[config.mk]
export PLATFORM = sky130hd
export DESIGN_NAME = bpa_ctrl
export DESIGN_NICKNAME = d
export VERILOG_FILES = /design/src/sv/bpa_pkg.sv /design/src/sv/bpa_ctrl.sv
export SDC_FILE = /design/constraint.sdc
export NUM_CORES = 1
export LEC_CHECK = 0
export BUFFER_PORTS_ARGS = -buffer_cell sky130_fd_sc_hd__buf_4
export CAP_MARGIN = 20
export CORE_MARGIN = 2
export CORE_UTILIZATION = 43
export DETAILED_ROUTE_END_ITERATION = 10
export GPL_ROUTABILITY_DRIVEN = 1
export GPL_TIMING_DRIVEN = 0
export PLACE_DENSITY = 0.71
export SLEW_MARGIN = 20
export SYNTH_ARGS = -nofsm -noshare
export SYNTH_HDL_FRONTEND = slang
export SYNTH_SLANG_ARGS = --single-unit
[constraint.sdc]
create_clock -name i_clk -period 1.24 [get_ports i_clk]
set_input_delay 0.062 -clock i_clk [delete_from_list [all_inputs] [get_ports i_clk]]
set_output_delay 0.062 -clock i_clk [all_outputs]
set_load 0.02 [all_outputs]
[src/sv/bpa_pkg.sv]
package bpa_pkg;

    localparam int PAGES     = 4096;
    localparam int TOP_ORDER = 10;
    localparam int AW        = 12;              // page index width
    localparam int LW        = AW + 1;          // link width, holds NIL
    localparam int MW        = 5;               // page mark width
    localparam int OW        = 4;               // order width
    localparam int NORD      = TOP_ORDER + 1;
    localparam int RW        = 16;              // request width

    localparam logic [LW-1:0] NIL = LW'(PAGES);

    localparam logic [MW-1:0] M_NONE          = MW'(0);
    localparam logic [MW-1:0] M_FREE_PART     = MW'(1);
    localparam logic [MW-1:0] M_FREE_HEAD0    = MW'(3);
    localparam logic [MW-1:0] M_ALLOC_HEAD0   = MW'(4 + TOP_ORDER);
    localparam logic [MW-1:0] M_ALLOC_HEADTOP = MW'(4 + 2 * TOP_ORDER);

    typedef enum logic [1:0] {
        CMD_ALLOC = 2'd0,
        CMD_FREE  = 2'd1,
        CMD_INIT  = 2'd2,
        CMD_NOP   = 2'd3
    } t_cmd;

    typedef enum logic [2:0] {
        ST_OK      = 3'd0,
        ST_ZERO    = 3'd1,
        ST_BIG     = 3'd2,
        ST_OOM     = 3'd3,
        ST_BADFREE = 3'd4
    } t_status;

    typedef enum logic [3:0] {
        S_CLEAR, S_IDLE, S_A_CHK, S_A_FIND, S_A_RM, S_SPLIT, S_A_MARK,
        S_INS_A, S_INS_B, S_F_CHK, S_F_MARK, S_M_CHK, S_M_TEST, S_F_FIN,
        S_BUILD, S_DONE
    } t_state;

    typedef enum logic [4:0] {
        OP_NONE, OP_LOAD, OP_CLEAR, OP_A_CHK, OP_A_FIND, OP_A_RM, OP_SPLIT,
        OP_A_MARK, OP_INS_A, OP_INS_B, OP_F_CHK, OP_F_MARK, OP_M_CHK,
        OP_M_TEST, OP_F_FIN, OP_BUILD, OP_EMIT
    } t_op;

    typedef struct packed {
        logic sweep_last;
        logic req_bad;
        logic found;
        logic split_more;
        logic range_bad;
        logic alloc_head;
        logic merge_ok;
        logic bud_free;
        logic build_more;
        logic out_free;
    } t_sts;

endpackage

[src/sv/bpa_ctrl.sv]
module bpa_ctrl
    import bpa_pkg::*;
(
    input  logic i_clk,
    input  logic i_rst_n,
    input  logic i_valid,
    input  t_cmd i_cmd,
    input  t_sts i_sts,
    output logic o_ready,
    output t_op  o_op
);

    t_state r_state, n_state;
    t_cmd   r_kind, n_kind;
    logic   r_boot, n_boot;

    always_ff @(posedge i_clk) begin
        if (!i_rst_n) begin
            r_state <= S_CLEAR;
            r_kind  <= CMD_NOP;
            r_boot  <= 1'b1;
        end else begin
            r_state <= n_state;
            r_kind  <= n_kind;
            r_boot  <= n_boot;
        end
    end

    always_comb begin
        n_state = r_state;
        n_kind  = r_kind;
        n_boot  = r_boot;
        unique case (r_state)
            S_CLEAR: begin
                if (i_sts.sweep_last) begin
                    n_boot  = 1'b0;
                    n_state = r_boot ? S_IDLE : S_BUILD;
                end
            end
            S_IDLE: begin
                if (i_valid) begin
                    n_kind = i_cmd;
                    unique case (i_cmd)
                        CMD_ALLOC: n_state = S_A_CHK;
                        CMD_FREE:  n_state = S_F_CHK;
                        CMD_INIT:  n_state = S_CLEAR;
                        default:   n_state = S_DONE;
                    endcase
                end
            end
            S_A_CHK:  n_state = i_sts.req_bad ? S_DONE : S_A_FIND;
            S_A_FIND: n_state = i_sts.found ? S_A_RM : S_DONE;
            S_A_RM:   n_state = S_SPLIT;
            S_SPLIT:  n_state = i_sts.split_more ? S_INS_A : S_A_MARK;
            S_A_MARK: n_state = S_DONE;
            S_INS_A:  n_state = S_INS_B;
            S_INS_B: begin
                unique case (r_kind)
                    CMD_ALLOC: n_state = S_SPLIT;
                    CMD_INIT:  n_state = S_BUILD;
                    default:   n_state = S_DONE;
                endcase
            end
            S_F_CHK:  n_state = i_sts.range_bad ? S_DONE : S_F_MARK;
            S_F_MARK: n_state = i_sts.alloc_head ? S_M_CHK : S_DONE;
            S_M_CHK:  n_state = i_sts.merge_ok ? S_M_TEST : S_F_FIN;
            S_M_TEST: n_state = i_sts.bud_free ? S_M_CHK : S_F_FIN;
            S_F_FIN:  n_state = S_INS_A;
            S_BUILD:  n_state = i_sts.build_more ? S_INS_A : S_DONE;
            S_DONE:   n_state = i_sts.out_free ? S_IDLE : S_DONE;
            default:  n_state = S_IDLE;
        endcase
    end

    always_comb begin
        o_ready = 1'b0;
        o_op    = OP_NONE;
        unique case (r_state)
            S_CLEAR: o_op = OP_CLEAR;
            S_IDLE: begin
                o_ready = 1'b1;
                if (i_valid) o_op = OP_LOAD;
            end
            S_A_CHK:  o_op = OP_A_CHK;
            S_A_FIND: o_op = OP_A_FIND;
            S_A_RM:   o_op = OP_A_RM;
            S_SPLIT:  o_op = OP_SPLIT;
            S_A_MARK: o_op = OP_A_MARK;
            S_INS_A:  o_op = OP_INS_A;
            S_INS_B:  o_op = OP_INS_B;
            S_F_CHK:  o_op = OP_F_CHK;
            S_F_MARK: o_op = OP_F_MARK;
            S_M_CHK:  o_op = OP_M_CHK;
            S_M_TEST: o_op = OP_M_TEST;
            S_F_FIN:  o_op = OP_F_FIN;
            S_BUILD:  o_op = OP_BUILD;
            S_DONE:   o_op = i_sts.out_free ? OP_EMIT : OP_NONE;
            default:  o_op = OP_NONE;
        endcase
    end

endmodule

Yosys cells after proc, flatten, opt, wreduce, memory -nomap -nowiden:

Cells that the tools add are included.

* output and inout bits: 6
* register bits: 7

* multiplexer cells: 19
* eq/ne operators: 20
* reduce and logical (&&, ||, !) cells: 6

Operators with widths (count)
* case mux 5 bit (16 select lines): 1
* case mux 4 bit (16 select lines): 1
* == test 4 bit (second input constant): 8
* 2-to-1 mux 4 bit: 7
* == test 4 x 3 -> 1 bit (second input constant): 4
* case mux 4 bit (3 select lines): 1
* 2-to-1 mux 3 bit: 3
* == test 4 x 2 -> 1 bit (second input constant): 2
* case mux 4 bit (2 select lines): 1
* AND reduction 2 bit: 3
* 2-to-1 mux 5 bit: 1
* == test 2 bit (second input constant): 2
* == test 4 x 1 -> 1 bit (second input constant): 1
* logical NOT 2 bit: 2
* logical NOT 4 bit: 1
* 2-to-1 mux 1 bit: 4
* inequality test 2 bit (second input constant): 2
* == test 2 x 1 -> 1 bit (second input constant): 1

Longest topological paths before layout:

* word-level depth: 4
* mapped depth: 7
* depth with buffers taken out: 7

Worst setup path before layout:

OpenSTA, ideal clock, no wires.

* path kind: reg2reg
* start point: reg r_state[1]
* end point: reg r_state[0]
* library setup time: 0.058 ns
* cell stages (with the launch flop): 5
* required time: 1.182 ns
* period minus slack after synthesis: 1.602 ns
* setup slack: -0.362 ns
* arrival time: 1.544 ns
* path buffers: 1
* cell sequence: dfxtp_1 -> buf_4 -> nor4b_1 -> nor2b_1 -> o21a_1

* word-level cells in the longest chain between the ends: 3

Ends and longest elaborated chain
* start: declaration: line bpa_ctrl.sv:13 `t_state r_state, n_state;`
* start signal: assignment: line bpa_ctrl.sv:23 `r_state <= n_state;`
* branches (longest 3 deep; another with case mux 4 bit (16 select lines))

Several ways; the timed one is not identified.
A chain may end at the register's enable or synchronous reset.

Worst setup path after layout:

* start point: reg r_state[1]
* end point: out o_ready

* word-level cells in the longest chain between the ends: 2

Ends and longest elaborated chain
* == test 4 x 1 -> 1 bit: line bpa_ctrl.sv:78 `unique case (r_state)`
* 2-to-1 mux 1 bit: line bpa_ctrl.sv:78
* end: declaration: line bpa_ctrl.sv:9 `output logic o_ready,`

Every way passes these cells.

==> impl_metrics.json <==
{
  "status": "finished with violations",
  "failed_checks": "setup timing",
  "worstPathRequired_ps": 1180,
  "wire_per_inst_um": 14.6,
  "max_stage_delay_ps": 340,
  "via_per_inst": 5.89,
  "cts_root_buf": "clkbuf_4",
  "cp_cell_sequence": "buf_2 -> buf_4 -> nor4b_4 -> buf_4",
  "pre_cts_ws_ps": -139,
  "synthSimpleGateAreaFrac_pct": 29.0,
  "arrival_ps": 1370,
  "dp_hpwl_um": 1270,
  "grt_usage_pct": 24.1,
  "htreeDepth": 1,
  "synth_area_per_cell_um2": 7.09,
  "finalMaxSlewViolations": 0,
  "power_mw": 2.49,
  "period_needed_ps": 1430,
  "path_class": "reg -> out",
  "max-vdd-ir-drop_mv": 1.27,
  "crit_top_cell": "buf_4",
  "gp_congestion": 0.851,
  "cts_tree": "built",
  "nFillCells": 111,
  "synthMuxAreaShare_pct": 1.57,
  "clk_path_buf_depth": 2,
  "min_path_type": "in -> reg",
  "die_y_um": 42.5,
  "layout-drive-gt1-share_pct": 43.2,
  "fmax_ghz": 0.698,
  "postLayoutCellArea_mm2": 0.00102,
  "clk_latency_ps": 270,
  "rows": 13,
  "synth-xor-area-share_pct": 4.12,
  "io_buffer_count": 20,
  "grt_pass1_wl_um": 3320,
  "grt_pass1_vias": 758,
  "rsz0062_at_grt": "yes",
  "routed_wl_um": 2040,
  "skew_ps": 6.19,
  "synth_fp_nets": 107,
  "crit_buf_inv": 3,
  "ys_seq_area_share_pct": 22.0,
  "clkSlewWorstSetupHoldPaths_ps": 60,
  "cp_top_family": "buffers and inverters",
  "drc": 0,
  "slew_headroom_pct": 81.5,
  "cp-start-kind": "flop",
  "setup_slack_ps": -192,
  "cts_made_buffers": 3,
  "drt_iter0_drc": 24,
  "grt_max_degree": 11,
  "via_count": 824,
  "dp.cells": 125,
  "antennaDiodeCount": 0,
  "synth-compound-area-share_pct": 29.2,
  "fin_nets": 143,
  "netlist_instances": 90,
  "design.die.area_mm2": 0.00181,
  "final.setup.tns_ps": -949,
  "yosys_warnings": 0,
  "dr.pass1.iters": 4,
  "synth_fa_ha_area_share_pct": 3.92,
  "die_w_um": 42.5,
  "start_util_pct": 47.3,
  "max_cap_violations": 0,
  "hold_viol": 0,
  "area_growth_pct": 59.4,
  "worstPathMaxFanout": 4,
  "clock_sinks": 7,
  "instances_no_fill": 140,
  "ant_nets": 0,
  "cp_slowest_cell": "dfxtp_2",
  "coreArea_mm2": 0.00135,
  "overflow": 0,
  "synth.distinct_cells": 32,
  "synth_area_um2": 638,
  "worstMarginPinSlew_ps": 276,
  "io_pins": 21,
  "powerDensity_mw_per_mm2": 2440,
  "setup-violations-final": 11,
  "leakage_nw": 0.456,
  "synth_top_family_by_area": "compound AO/OA/AOI/OAI gates",
  "period_share_pct": 116,
  "critPathCaptureType": "output pin",
  "ys_ff_latch": 7,
  "antenna_found_initial": 0,
  "dpl_cell_area_um2": 822
}
-- tightest hold or removal path: stages --
cell	delay, ps
buf_4	90
mux2i_1	50
nand2_1	60
-- registers in the layout (all words and copies together), names as in the netlist --
signal,cells
r_kind,2
r_boot,1
r_state,4
-- cells in the final DEF, fill, tap and decap left out, types with 2 or more instances in the layout --
cell type  count
buf_4         29
nand2_1       12
a21oi_1        8
o21ai_1        6
inv_1          4
buf_6          4
nor2b_1        4
nor3_1         4
nand2b_1       3
o21ai_0        3
a31oi_1        3
nor2_1         3
clkbuf_4       3
dfxtp_1        3
dfxtp_4        3
buf_8          2
xnor2_1        2
o211ai_1       2
ha_1           2
-- layer usage --
metal	GRT usage (%)	share of wire, %	up-vias
met4	10.0	3.1	0
li1	-	-	397
met2	39.4	47	45
met1	28.8	41	372
met3	7.76	8.9	10
met5	0	0	-
-- final timing paths --
kind	from	end	slack [ps]	cells past startpoint
hold / removal	i_cmd[0]	r_kind[0]	40	3
setup / recovery	r_state[1]	o_ready	-190	4
hold reg to reg	r_boot	r_boot	460	2
setup reg to reg	r_state[1]	r_state[0]	-110	6
-- metrics by stage --
stage / hold WS (ps) / utilization, %
floorplan: 124 / -
global placement: 269 / 60.9
detailed placement: 275 / 60.9
CTS: 0.791 / 72.9
global route: 33.1 / 75.3
finish: 36.0 / 75.3
-- cells in the mapped netlist, drive strengths merged --
cell type	instances	area share (%)
nand2	14	8.6
a21oi	9	7.6
o21ai	9	7.1
dfxtp	7	22
buf	6	7.8
nor3	6	5.5
nor2	5	2.9
inv	4	2.4
nor2b	4	3.9
a31oi	3	2.9
nand2b	3	2.9
xnor2	3	4.1
ha	2	3.9
nand3	2	1.6
o211ai	2	2.4
a221o	1	1.6
a22o	1	1.4
and2	1	0.98
mux2i	1	1.6
nand3b	1	1.2
nor4b	1	1.4
o2111ai	1	1.4
o21a	1	1.2
o22ai	1	0.98
o2bb2ai	1	1.4
o32ai	1	1.4
-- cells by family (layout without fill, tap and decap cells) --
group | count (synthesis) | in the layout
AND/OR/NAND/NOR | 37 | 37
AO/OA/AOI/OAI | 30 | 30
buffers and inverters | 10 | 45
flip-flops | 7 | 7
XOR/XNOR | 3 | 3
adder cells (fa/ha/maj) | 2 | 2
multiplexers | 1 | 1
-- final cells by class --
cell class / instances / area, um2 / area share [%]
multi-input combinational: 73 / 497 / 48.8
timing repair buffer: 31 / 233 / 22.9
sequential: 7 / 153 / 15.0
buffer: 6 / 75.1 / 7.38
clock buffer: 4 / 26.3 / 2.58
tap: 15 / 18.8 / 1.85
inverter: 4 / 15.0 / 1.48
-- what timing repair did --
item | 4_1_cts | 5_1_grt
gates resized for setup | 22 | 3
gates cloned | 1 | 0
hold buffers | 0 | 1
setup endpoints to repair | 11 | 10
pin swaps | 4 | 2
setup buffers | 7 | 2
endpoints found under the hold margin | 0 | 1
-- power by group --
part | total (mW) | switching, mW | internal, mW
registers | 0.445 | 0.117 | 0.328
clock network | 0.223 | 0.0996 | 0.124
logic | 1.82 | 0.923 | 0.895
total | 2.49 | 1.14 | 1.35
(Power assumes the default switching activity.)
